`src/design/bass_pkg.sv`:
```
// Shared types, constants and weight tables of the avoidance speed selector.
package bass_pkg;

    // Frame geometry
    localparam int SENSOR_COUNT = 8;
    localparam int SAMPLE_BITS  = 12;
    localparam int MIG_W        = 13;
    localparam int OUT_W        = 15;
    localparam int THR_W        = 12;
    localparam int OFS_W        = 9;
    localparam int WGT_W        = 8;

    // Datapath widths
    localparam int PROD_W = SAMPLE_BITS + WGT_W;   // one weighted sample
    localparam int SUM_W  = PROD_W + 3;            // sum over eight lanes
    localparam int MAG_W  = SUM_W - 1;             // magnitude of a sum
    localparam int Q_W    = MAG_W - 8;             // quotient by 350
    localparam int SPD_W  = 14;                    // selected wheel demand
    localparam int LIM_W  = 17;                    // limiter working width

    // Division by 350: multiply by ceil(2^28 / 350) and shift
    localparam int RECIP_W   = 20;
    localparam int DIV_SHIFT = 28;
    localparam logic [RECIP_W-1:0] RECIP_350 = 20'd766959;

    // Register map (word index)
    localparam logic [2:0] REG_ENTER = 3'd0;
    localparam logic [2:0] REG_EXIT  = 3'd1;
    localparam logic [2:0] REG_LIMIT = 3'd2;
    localparam logic [2:0] REG_LOFS  = 3'd3;
    localparam logic [2:0] REG_ROFS  = 3'd4;

    // Reset values
    localparam logic [THR_W-1:0]        ENTER_RST = 12'd1000;
    localparam logic [THR_W-1:0]        EXIT_RST  = 12'd70;
    localparam logic [THR_W-1:0]        LIMIT_RST = 12'd800;
    localparam logic signed [OFS_W-1:0] LOFS_RST  = 9'sd66;
    localparam logic signed [OFS_W-1:0] ROFS_RST  = 9'sd72;

    typedef logic signed [WGT_W-1:0]  weight_t;
    typedef logic signed [PROD_W-1:0] prod_t;
    typedef logic signed [SUM_W-1:0]  sum_t;
    typedef prod_t [SENSOR_COUNT-1:0] prod_vec_t;

    // Weight tables, sensor 0 first
    localparam weight_t RIGHT_W [SENSOR_COUNT] = '{
        8'sd17, 8'sd29, 8'sd34, 8'sd10, 8'sd8, -8'sd38, -8'sd56, -8'sd76
    };
    localparam weight_t LEFT_W [SENSOR_COUNT] = '{
        -8'sd72, -8'sd58, -8'sd36, 8'sd8, 8'sd10, 8'sd36, 8'sd28, 8'sd18
    };

    // What one lane reports for its sample
    typedef struct packed {
        prod_t prod_l;
        prod_t prod_r;
        logic  above_enter;
        logic  below_exit;
    } lane_out_t;

    // Scaled sum: sign and truncated quotient magnitude
    typedef struct packed {
        logic           neg;
        logic [Q_W-1:0] quo;
    } scaled_t;

endpackage

```
`src/design/braitenberg_avoid_speed_select.sv`:
```
// Top level of the avoidance speed selector: register port, pipeline, mode.
//
// Input stream s_*: one item per frame carrying eight 12-bit proximity samples
// and the two 13-bit signed migration wheel demands. Result stream m_*: the
// limited left and right wheel speeds in tdata, the avoiding flag in tuser.
// Every accepted item gives exactly one result, in order.
// The pipeline has five stages (lane products, lane merge, divide by 350,
// offset and mode select, limiter into the output register). One item per
// cycle is sustained while the receiver takes results; the rate is set by the
// avoidance mode update done at acceptance from the lane compares.
// Each stage holds when the one after it is full and stalled, so a stalled
// receiver first lets the empty stages fill; s_tready falls only when all
// five stages hold items. The user writes registers through the APB port only
// while the block is idle; the block does not enforce it. Reset (aresetn low,
// synchronous) empties the pipeline, restores the register defaults and puts
// the block in migration mode.
module braitenberg_avoid_speed_select (
    input  logic         aclk,
    input  logic         aresetn,
    // APB register port
    input  logic         psel,
    input  logic         penable,
    input  logic         pwrite,
    input  logic [4:0]   paddr,
    input  logic [31:0]  pwdata,
    output logic [31:0]  prdata,
    output logic         pready,
    // Input items
    input  logic         s_tvalid,
    output logic         s_tready,
    // sensor_0..sensor_7 (12 b each), migrate_left (13 b), migrate_right (13 b)
    input  logic [127:0] s_tdata,
    // Result items
    output logic         m_tvalid,
    input  logic         m_tready,
    // left_speed (15 b), right_speed (15 b)
    output logic [31:0]  m_tdata,
    // avoiding (1 b)
    output logic [0:0]   m_tuser
);
    import bass_pkg::*;

    // Configuration registers
    logic [THR_W-1:0]        enter_thr_reg;
    logic [THR_W-1:0]        exit_thr_reg;
    logic [THR_W-1:0]        limit_reg;
    logic signed [OFS_W-1:0] lofs_reg;
    logic signed [OFS_W-1:0] rofs_reg;
    logic                    cfg_wr;
    logic [2:0]              cfg_idx;

    assign pready  = 1'b1;
    assign cfg_wr  = psel && penable && pwrite;
    assign cfg_idx = paddr[4:2];

    always_ff @(posedge aclk) begin
        if (!aresetn) begin
            enter_thr_reg <= ENTER_RST;
            exit_thr_reg  <= EXIT_RST;
            limit_reg     <= LIMIT_RST;
            lofs_reg      <= LOFS_RST;
            rofs_reg      <= ROFS_RST;
        end else if (cfg_wr) begin
            unique case (cfg_idx)
                REG_ENTER: enter_thr_reg <= pwdata[THR_W-1:0];
                REG_EXIT:  exit_thr_reg  <= pwdata[THR_W-1:0];
                REG_LIMIT: limit_reg     <= pwdata[THR_W-1:0];
                REG_LOFS:  lofs_reg      <= $signed(pwdata[OFS_W-1:0]);
                REG_ROFS:  rofs_reg      <= $signed(pwdata[OFS_W-1:0]);
                default: ;
            endcase
        end
    end

    // Register read-back
    always_comb begin
        unique case (cfg_idx)
            REG_ENTER: prdata = {{(32-THR_W){1'b0}}, enter_thr_reg};
            REG_EXIT:  prdata = {{(32-THR_W){1'b0}}, exit_thr_reg};
            REG_LIMIT: prdata = {{(32-THR_W){1'b0}}, limit_reg};
            REG_LOFS:  prdata = {{(32-OFS_W){1'b0}}, lofs_reg};
            REG_ROFS:  prdata = {{(32-OFS_W){1'b0}}, rofs_reg};
            default:   prdata = '0;
        endcase
    end

    // Unpack the input item
    logic [SAMPLE_BITS-1:0]  samples [SENSOR_COUNT];
    logic signed [MIG_W-1:0] mig_l_in;
    logic signed [MIG_W-1:0] mig_r_in;

    always_comb begin
        for (int i = 0; i < SENSOR_COUNT; i++) begin
            samples[i] = s_tdata[i*SAMPLE_BITS +: SAMPLE_BITS];
        end
    end
    assign mig_l_in = $signed(s_tdata[SENSOR_COUNT*SAMPLE_BITS +: MIG_W]);
    assign mig_r_in = $signed(s_tdata[SENSOR_COUNT*SAMPLE_BITS+MIG_W +: MIG_W]);

    // Sensor lanes
    lane_out_t lanes [SENSOR_COUNT];
    logic [SENSOR_COUNT-1:0] below_vec;

    for (genvar g = 0; g < SENSOR_COUNT; g++) begin : g_lane
        bass_lane u_lane (
            .sample    (samples[g]),
            .weight_l  (LEFT_W[g]),
            .weight_r  (RIGHT_W[g]),
            .enter_thr (enter_thr_reg),
            .exit_thr  (exit_thr_reg),
            .lane_out  (lanes[g])
        );
        assign below_vec[g] = lanes[g].below_exit;
    end

    // Pipeline handshake: a stage loads when it is empty or the next one moves
    logic v1_reg, v2_reg, v3_reg, v4_reg, v5_reg;
    logic rdy1, rdy2, rdy3, rdy4, rdy5;
    logic acc;

    assign rdy5     = !v5_reg || m_tready;
    assign rdy4     = !v4_reg || rdy5;
    assign rdy3     = !v3_reg || rdy4;
    assign rdy2     = !v2_reg || rdy3;
    assign rdy1     = !v1_reg || rdy2;
    assign s_tready = rdy1;
    assign acc      = s_tvalid && rdy1;

    always_ff @(posedge aclk) begin
        if (!aresetn) begin
            v1_reg <= 1'b0;
            v2_reg <= 1'b0;
            v3_reg <= 1'b0;
            v4_reg <= 1'b0;
            v5_reg <= 1'b0;
        end else begin
            if (rdy1) v1_reg <= s_tvalid;
            if (rdy2) v2_reg <= v1_reg;
            if (rdy3) v3_reg <= v2_reg;
            if (rdy4) v4_reg <= v3_reg;
            if (rdy5) v5_reg <= v4_reg;
        end
    end

    // Avoidance mode: enter on a front hit, leave when every sample is low
    logic mode_reg;
    logic front_hit;
    logic all_low;
    logic avoid_now;

    assign front_hit = lanes[0].above_enter || lanes[1].above_enter ||
                       lanes[6].above_enter || lanes[7].above_enter;
    assign all_low   = &below_vec;
    assign avoid_now = mode_reg || front_hit;

    always_ff @(posedge aclk) begin
        if (!aresetn) begin
            mode_reg <= 1'b0;
        end else if (acc) begin
            mode_reg <= avoid_now && !all_low;
        end
    end

    // Stage 1: lane products
    prod_vec_t               prods_l_reg;
    prod_vec_t               prods_r_reg;
    logic                    av1_reg;
    logic signed [MIG_W-1:0] mig_l1_reg, mig_r1_reg;

    always_ff @(posedge aclk) begin
        if (rdy1) begin
            for (int i = 0; i < SENSOR_COUNT; i++) begin
                prods_l_reg[i] <= lanes[i].prod_l;
                prods_r_reg[i] <= lanes[i].prod_r;
            end
            av1_reg    <= avoid_now;
            mig_l1_reg <= mig_l_in;
            mig_r1_reg <= mig_r_in;
        end
    end

    // Stage 2: merged sums
    sum_t                    sum_l, sum_r;
    sum_t                    sum_l2_reg, sum_r2_reg;
    logic                    av2_reg;
    logic signed [MIG_W-1:0] mig_l2_reg, mig_r2_reg;

    bass_merge u_merge (
        .prods_l (prods_l_reg),
        .prods_r (prods_r_reg),
        .sum_l   (sum_l),
        .sum_r   (sum_r)
    );

    always_ff @(posedge aclk) begin
        if (rdy2) begin
            sum_l2_reg <= sum_l;
            sum_r2_reg <= sum_r;
            av2_reg    <= av1_reg;
            mig_l2_reg <= mig_l1_reg;
            mig_r2_reg <= mig_r1_reg;
        end
    end

    // Stage 3: divide by 350
    scaled_t                 sc_l, sc_r;
    scaled_t                 sc_l3_reg, sc_r3_reg;
    logic                    av3_reg;
    logic signed [MIG_W-1:0] mig_l3_reg, mig_r3_reg;

    bass_div350 u_div_l (.sum(sum_l2_reg), .scaled(sc_l));
    bass_div350 u_div_r (.sum(sum_r2_reg), .scaled(sc_r));

    always_ff @(posedge aclk) begin
        if (rdy3) begin
            sc_l3_reg  <= sc_l;
            sc_r3_reg  <= sc_r;
            av3_reg    <= av2_reg;
            mig_l3_reg <= mig_l2_reg;
            mig_r3_reg <= mig_r2_reg;
        end
    end

    // Stage 4: restore sign, add offsets, pick the wheel pair
    logic signed [Q_W:0]     q_l, q_r;
    logic signed [Q_W+1:0]   avo_l, avo_r;
    logic signed [SPD_W-1:0] sel_l, sel_r;
    logic signed [SPD_W-1:0] spd_l4_reg, spd_r4_reg;
    logic                    av4_reg;

    assign q_l   = sc_l3_reg.neg ? -$signed({1'b0, sc_l3_reg.quo})
                                 :  $signed({1'b0, sc_l3_reg.quo});
    assign q_r   = sc_r3_reg.neg ? -$signed({1'b0, sc_r3_reg.quo})
                                 :  $signed({1'b0, sc_r3_reg.quo});
    assign avo_l = $signed({q_l[Q_W], q_l}) +
                   $signed({{(Q_W+2-OFS_W){lofs_reg[OFS_W-1]}}, lofs_reg});
    assign avo_r = $signed({q_r[Q_W], q_r}) +
                   $signed({{(Q_W+2-OFS_W){rofs_reg[OFS_W-1]}}, rofs_reg});
    assign sel_l = av3_reg ? avo_l[SPD_W-1:0]
                           : $signed({{(SPD_W-MIG_W){mig_l3_reg[MIG_W-1]}}, mig_l3_reg});
    assign sel_r = av3_reg ? avo_r[SPD_W-1:0]
                           : $signed({{(SPD_W-MIG_W){mig_r3_reg[MIG_W-1]}}, mig_r3_reg});

    always_ff @(posedge aclk) begin
        if (rdy4) begin
            spd_l4_reg <= sel_l;
            spd_r4_reg <= sel_r;
            av4_reg    <= av3_reg;
        end
    end

    // Stage 5: limiter into the output register
    logic signed [OUT_W-1:0] lim_l, lim_r;
    logic signed [OUT_W-1:0] out_l_reg, out_r_reg;
    logic                    av5_reg;

    bass_limiter u_limiter (
        .left_in   (spd_l4_reg),
        .right_in  (spd_r4_reg),
        .limit     (limit_reg),
        .left_out  (lim_l),
        .right_out (lim_r)
    );

    always_ff @(posedge aclk) begin
        if (rdy5) begin
            out_l_reg <= lim_l;
            out_r_reg <= lim_r;
            av5_reg   <= av4_reg;
        end
    end

    assign m_tvalid = v5_reg;
    assign m_tdata  = {{(32-2*OUT_W){1'b0}}, out_r_reg, out_l_reg};
    assign m_tuser  = av5_reg;

    // A front hit at acceptance always marks that item as avoiding
    a_hit_avoids: assert property (@(posedge aclk) disable iff (!aresetn)
        (acc && front_hit) |=> av1_reg)
        else $error("front hit did not select avoidance");

    // Without a hit in migration mode the item stays in migration
    a_no_hit_migrates: assert property (@(posedge aclk) disable iff (!aresetn)
        (acc && !mode_reg && !front_hit) |=> !av1_reg)
        else $error("avoidance selected without a front hit");

    // All samples under the exit level leave avoidance mode
    a_exit_clears: assert property (@(posedge aclk) disable iff (!aresetn)
        (acc && all_low) |=> !mode_reg)
        else $error("avoidance mode kept after a quiet frame");

    // An empty first stage never refuses an item
    a_ready_when_empty: assert property (@(posedge aclk) disable iff (!aresetn)
        !v1_reg |-> s_tready)
        else $error("input stalled with the first stage empty");

endmodule

```
`src/design/bass_lane.sv`:
```
// One sensor lane: weighted products and threshold compares for one sample.
module bass_lane (
    input  logic [bass_pkg::SAMPLE_BITS-1:0] sample,
    input  bass_pkg::weight_t                weight_l,
    input  bass_pkg::weight_t                weight_r,
    input  logic [bass_pkg::THR_W-1:0]       enter_thr,
    input  logic [bass_pkg::THR_W-1:0]       exit_thr,
    output bass_pkg::lane_out_t              lane_out
);
    import bass_pkg::*;

    logic signed [PROD_W-1:0] samp_x;
    logic signed [PROD_W-1:0] wl_x;
    logic signed [PROD_W-1:0] wr_x;

    // Extend operands to product width before the constant multiplies
    assign samp_x = $signed({{(PROD_W-SAMPLE_BITS){1'b0}}, sample});
    assign wl_x   = $signed({{(PROD_W-WGT_W){weight_l[WGT_W-1]}}, weight_l});
    assign wr_x   = $signed({{(PROD_W-WGT_W){weight_r[WGT_W-1]}}, weight_r});

    assign lane_out.prod_l      = samp_x * wl_x;
    assign lane_out.prod_r      = samp_x * wr_x;
    assign lane_out.above_enter = (sample > enter_thr);
    assign lane_out.below_exit  = (sample < exit_thr);

endmodule

```
`src/design/bass_merge.sv`:
```
// Merging stage: sums the registered lane products of each wheel.
module bass_merge (
    input  bass_pkg::prod_vec_t prods_l,
    input  bass_pkg::prod_vec_t prods_r,
    output bass_pkg::sum_t      sum_l,
    output bass_pkg::sum_t      sum_r
);
    import bass_pkg::*;

    always_comb begin
        sum_t acc_l;
        sum_t acc_r;
        acc_l = '0;
        acc_r = '0;
        for (int i = 0; i < SENSOR_COUNT; i++) begin
            acc_l = acc_l + $signed({{(SUM_W-PROD_W){prods_l[i][PROD_W-1]}}, prods_l[i]});
            acc_r = acc_r + $signed({{(SUM_W-PROD_W){prods_r[i][PROD_W-1]}}, prods_r[i]});
        end
        sum_l = acc_l;
        sum_r = acc_r;
    end

endmodule

```
`src/design/bass_div350.sv`:
```
// Truncating division of a signed sum by 350 via reciprocal multiply.
module bass_div350 (
    input  bass_pkg::sum_t  sum,
    output bass_pkg::scaled_t scaled
);
    import bass_pkg::*;

    logic                       neg;
    logic [SUM_W-1:0]           abs_v;
    logic [MAG_W-1:0]           mag;
    logic [MAG_W+RECIP_W-1:0]   prod;

    // Work on the magnitude so the quotient truncates toward zero
    assign neg   = sum[SUM_W-1];
    assign abs_v = neg ? (~sum + 1'b1) : sum;
    assign mag   = abs_v[MAG_W-1:0];

    // Exact floor for magnitudes under 2^28 / 194
    assign prod = mag * RECIP_350;

    assign scaled.neg = neg;
    assign scaled.quo = prod[DIV_SHIFT +: Q_W];

endmodule

```
`src/design/bass_limiter.sv`:
```
// Rescaling limiter: clamps larger wheel, keeps difference if one clamps.
module bass_limiter (
    input  logic signed [bass_pkg::SPD_W-1:0] left_in,
    input  logic signed [bass_pkg::SPD_W-1:0] right_in,
    input  logic [bass_pkg::THR_W-1:0]        limit,
    output logic signed [bass_pkg::OUT_W-1:0] left_out,
    output logic signed [bass_pkg::OUT_W-1:0] right_out
);
    import bass_pkg::*;

    logic signed [LIM_W-1:0] p;
    logic signed [LIM_W-1:0] q;
    logic signed [LIM_W-1:0] lim;
    logic signed [LIM_W-1:0] nlim;
    logic signed [LIM_W-1:0] d_pq;
    logic signed [LIM_W-1:0] d_qp;
    logic signed [LIM_W-1:0] lp;
    logic signed [LIM_W-1:0] lq;

    assign p    = $signed({{(LIM_W-SPD_W){left_in[SPD_W-1]}}, left_in});
    assign q    = $signed({{(LIM_W-SPD_W){right_in[SPD_W-1]}}, right_in});
    assign lim  = $signed({{(LIM_W-THR_W){1'b0}}, limit});
    assign nlim = -lim;
    assign d_pq = p - q;
    assign d_qp = q - p;

    // Sign quadrant decides which wheel is clamped; zero wheels pass through
    always_comb begin
        lp = p;
        lq = q;
        if (p > 0 && q > 0) begin
            if (p > q) begin
                if (p > lim) begin
                    lp = lim;
                    lq = lim - d_pq;
                end
            end else begin
                if (q > lim) begin
                    lq = lim;
                    lp = lim - d_qp;
                end
            end
        end else if (p > 0 && q < 0) begin
            if (p >= lim && q <= nlim) begin
                lp = lim;
                lq = nlim;
            end else if (p >= lim) begin
                lp = lim;
                lq = lim - d_pq;
            end else if (q <= nlim) begin
                lp = nlim + d_pq;
                lq = nlim;
            end
        end else if (p < 0 && q > 0) begin
            if (p <= nlim && q >= lim) begin
                lp = nlim;
                lq = lim;
            end else if (q >= lim) begin
                lp = lim - d_qp;
                lq = lim;
            end else if (p <= nlim) begin
                lp = nlim;
                lq = nlim + d_qp;
            end
        end else if (p < 0 && q < 0) begin
            if (p < q) begin
                if (p < nlim) begin
                    lp = nlim;
                    lq = nlim + d_qp;
                end
            end else begin
                if (q < nlim) begin
                    lp = nlim + d_pq;
                    lq = nlim;
                end
            end
        end
    end

    assign left_out  = lp[OUT_W-1:0];
    assign right_out = lq[OUT_W-1:0];

endmodule
```
`config.mk`:
```
export PLATFORM = sky130hd
export DESIGN_NAME = braitenberg_avoid_speed_select
export DESIGN_NICKNAME = d
export VERILOG_FILES = /design/src/design/bass_pkg.sv /design/src/design/braitenberg_avoid_speed_select.sv /design/src/design/bass_lane.sv /design/src/design/bass_merge.sv /design/src/design/bass_div350.sv /design/src/design/bass_limiter.sv
export SDC_FILE = /design/constraint.sdc
export NUM_CORES = 2
export LEC_CHECK = 0
export BUFFER_PORTS_ARGS = -buffer_cell sky130_fd_sc_hd__buf_2
export CAP_MARGIN = 20
export CORE_ASPECT_RATIO = 0.9
export CORE_MARGIN = 3
export CORE_UTILIZATION = 40
export DETAILED_ROUTE_END_ITERATION = 10
export PLACE_DENSITY = 0.57
export RECOVER_POWER = 25
export SLEW_MARGIN = 20
export SYNTH_ARGS = -nofsm -noshare
export SYNTH_HDL_FRONTEND = slang
export SYNTH_SLANG_ARGS = --single-unit
```
`constraint.sdc`:
```
create_clock -name aclk -period 10.9 [get_ports aclk]
set_input_delay 2.18 -clock aclk [delete_from_list [all_inputs] [get_ports aclk]]
set_output_delay 2.18 -clock aclk [all_outputs]
set_load 0.02 [all_outputs]
```
==> results.sh <==
export IMPL_cts_htree_levels=3
export IMPL_vias=47363
export IMPL_clockBufferDepth=3
export IMPL_clock_skew_ns=0.03375
export IMPL_ys_types=77
export IMPL_max_stage_delay_ns=0.71
export IMPL_grt_pass1_vias=49062
export IMPL_syn_inst=6528
export IMPL_worst_path_stages=27
export IMPL_drt_pass1_iterations=6
export IMPL_timing_fmax_mhz=102.6
export IMPL_dp_hpwl_mm=164.9
export IMPL_wl_per_cell_um=22.17
export IMPL_nNetsFinal=8825
export IMPL_cp_endpoint="sc_r3_reg[13]$_DFFE_PP_"
export IMPL_syn_area_sq_mm=0.06712
export IMPL_rr_worst_depth=27
export IMPL_tightest_slew_ns=2.219
export IMPL_drive_gt1_frac=0.05472
export IMPL_synthSimpleGateAreaFrac=0.06798
export IMPL_clock_latency_ns=0.69
export IMPL_critPathMostFrequentCell="fa_1"
export IMPL_cts_tree="done"
export IMPL_setup_viol=0
export IMPL_die_area_sq_mm=0.1728
export IMPL_maxSlewViolCount=62
export IMPL_cp_required_ns=11.30
export IMPL_drt_iter0_markers=3491
export IMPL_critPathBufInv=4
export IMPL_row_count=141
export IMPL_r2r_setup_slack_ns=1.16
export IMPL_status="finished with violations"
export IMPL_regToRegStartpoint="sum_r2_reg[0]$_DFFE_PP_"
export IMPL_critPathLaunch="sum_r2_reg[0]$_DFFE_PP_"
export IMPL_clock_sinks=524
export IMPL_grt_usage=0.2327
export IMPL_synthMuxAreaShare=0.01361
export IMPL_synth_compound_area_share=0.1135
export IMPL_root_buffer="clkbuf_16"
export IMPL_r2r_end="sc_r3_reg[13]$_DFFE_PP_"
export IMPL_slowest_stage="xor2_1"
export IMPL_fin_crit_ns=9.744
export IMPL_gp_congestion=0.9547
export IMPL_path_class="flop to flop"
export IMPL_cts_buffers=66
export IMPL_grt_max_degree=149
export IMPL_violations="capacitance limit, slew limit"
export IMPL_port_buffers=188
export IMPL_hold_class="flop to flop"
export IMPL_path_max_fanout=9
export IMPL_via_per_inst=5.253
export IMPL_critPathArrivalTime_ns=10.14
export IMPL_synth_top_family_by_area="adder cells"
export IMPL_ys_ff_latch=524
export IMPL_wl_met2_mm=93.22
export IMPL_cpLargestDelayFamily="adder cells"
export IMPL_synth_edf_count=464
export IMPL_timing_final_crit_share=0.8939
export IMPL_avgSynthCellArea_sq_um=10.28
export IMPL_end_kind="flop"
export IMPL_highest_layer="met5"
export IMPL_tns_ns=0
export IMPL_synth_adder_area_share=0.4407
export IMPL_ant_nets=0
export IMPL_die_y_um=394.6
export IMPL_hold_viol_final=0
export IMPL_cts_hold_buffers=0
export IMPL_antenna_found_initial=5
export IMPL_die_w_um=437.8
export IMPL_cts_setup_buffers=0
export IMPL_rsz0062_at_grt="no"
export IMPL_grt_pass1_wl_mm=304.0
export IMPL_met1_length_mm=91.29
export IMPL_synthArstFlopShare=0
export IMPL_cts_resized=0
export IMPL_synth_ff_type="edfxtp_1"
export IMPL_core_sq_mm=0.1655
export IMPL_drv_cap=2
export IMPL_overflow=0
export IMPL_drt_wl_total_mm=199.9
export IMPL_hp_start="mig_r1_reg[11]$_DFFE_PN_"
export IMPL_startpoint_type="flop"
export IMPL_area_delta_synth_final_pct=8.787
export IMPL_slew_headroom=-0.4796
export IMPL_synth_xor_area_frac=0.05389
export IMPL_drc=0
export IMPL_boundaryPins=240
export IMPL_start_util=0.4056
export IMPL_ys_seq_area_frac=0.2255
export IMPL_route_met3_wl_mm=9.690
export IMPL_clkTransAtPathRegs_ns=0.06
export IMPL_largest_reg_flops=132
export IMPL_yosysWarnings=0
[worst register-to-register path: cells and delay by family (launching register included)]
family / cells / cell delay (ns)
AO/OA/AOI/OAI: 7 / 2.07
adder cells (fa/ha/maj): 8 / 3.71
AND/OR/NAND/NOR: 6 / 1.61
XOR/XNOR: 2 / 0.83
buffers and inverters: 4 / 0.62
flip-flops: 1 / 0.65
[worst min path at each step]
| stage | endpoint | slack [ns] | depth (start not counted) |
|---|---|---|---|
| 6_report | mig_r2_reg[11]$_DFFE_PP_ | 0.42 | 0 |
| 3_5_place_dp | mig_r2_reg[5]$_DFFE_PP_ | 0.41 | 0 |
| 4_1_cts | mig_l3_reg[10]$_DFFE_PP_ | 0.42 | 0 |
| 5_1_grt | mig_r2_reg[5]$_DFFE_PP_ | 0.42 | 0 |
| 3_3_place_gp | mig_l3_reg[11]$_DFFE_PP_ | 0.40 | 0 |
| 2_1_floorplan | av2_reg$_DFFE_PP_ | 0.40 | 0 |
[cells by family (layout without fill, tap and decap cells)]
logic type	after synthesis	after routing
mux	88	88
fa+ha+maj	1909	1909
buf+inv	1487	1736
xor+xnor	413	413
flops	524	524
compound gates	1153	1153
simple gates	952	952
other cells	2	25
[metrics by stage]
step,hold WS (ns),cell area (sq um),utilization,instances,setup slack (ns)
finish,0.4162,73020,0.4413,9016,1.156
global placement,0.4018,70910,0.4285,8891,1.265
CTS,0.4156,73070,0.4415,9013,1.145
floorplan,0.4003,67200,-,6549,1.873
detailed placement,0.4054,70910,0.4285,8891,1.177
global route,0.4210,73010,0.4412,9014,0.4546
[synthesized netlist by cell type, types with 14 or more instances]
cell type | count | area (sq um)
inv_1 | 1365 | 5124
ha_1 | 1150 | 14390
fa_1 | 759 | 15190
edfxtp_1 | 464 | 13930
xnor2_1 | 311 | 2724
a21oi_1 | 292 | 1461
nor2_1 | 286 | 1074
nand2_1 | 225 | 844.6
o21ai_0 | 213 | 1066
a21o_1 | 115 | 863.3
xor2_1 | 102 | 893.4
nor3_1 | 91 | 455.4
clkbuf_1 | 78 | 292.8
nor2b_1 | 74 | 462.9
o21bai_1 | 63 | 473.0
mux2i_1 | 62 | 620.6
dfxtp_1 | 60 | 1201
nand3_1 | 57 | 285.3
o211ai_1 | 55 | 412.9
o21a_1 | 54 | 405.4
nand2b_1 | 49 | 306.5
a21boi_0 | 41 | 307.8
nand4_1 | 41 | 256.5
a211oi_1 | 39 | 292.8
and3_1 | 28 | 175.2
o41ai_1 | 28 | 245.2
a31oi_1 | 26 | 162.7
mux2_2 | 26 | 292.8
or3_1 | 25 | 156.4
o22ai_1 | 24 | 150.1
buf_4 | 23 | 172.7
o31ai_1 | 23 | 172.7
a22oi_1 | 20 | 150.1
nor4_1 | 17 | 106.4
o221ai_1 | 17 | 148.9
a221oi_1 | 16 | 140.1
o2111ai_1 | 16 | 140.1
and2_1 | 15 | 93.84
a211o_1 | 14 | 122.6
or4_1 | 14 | 105.1
[routing by layer]
layer  global-route usage  up-vias
li1                     -    22434
met1               0.3245    23470
met2               0.3821     1223
met3              0.02736      234
met4              0.06331        2
met5                    0        -
[cell type report]
class / instances / area (sq um)
Sequential cell: 524 / 15130
Tap cell: 2216 / 2773
Multi-Input combinational cell: 4538 / 46490
Antenna cell: 2 / 5.005
Clock inverter: 43 / 400.4
Clock buffer: 79 / 1753
Fill cell: 15981 / 92460
Inverter: 1366 / 5127
Timing Repair Buffer: 248 / 1339
[cells in the final DEF (no fill, tap or decap), types with 66 or more instances in the layout]
master / instances
xnor2_1: 308
ha_1: 1150
nand2_1: 224
clkbuf_1: 66
a21o_1: 115
nor2b_1: 73
inv_1: 1364
fa_1: 759
nor2_1: 286
xor2_1: 101
edfxtp_1: 464
buf_2: 135
a21oi_1: 292
clkbuf_16: 68
nor3_1: 89
o21ai_0: 212
Power is left out: the tool's default activity adds up to more than one toggle a clock period on the data nets, which glitch-free logic cannot reach.
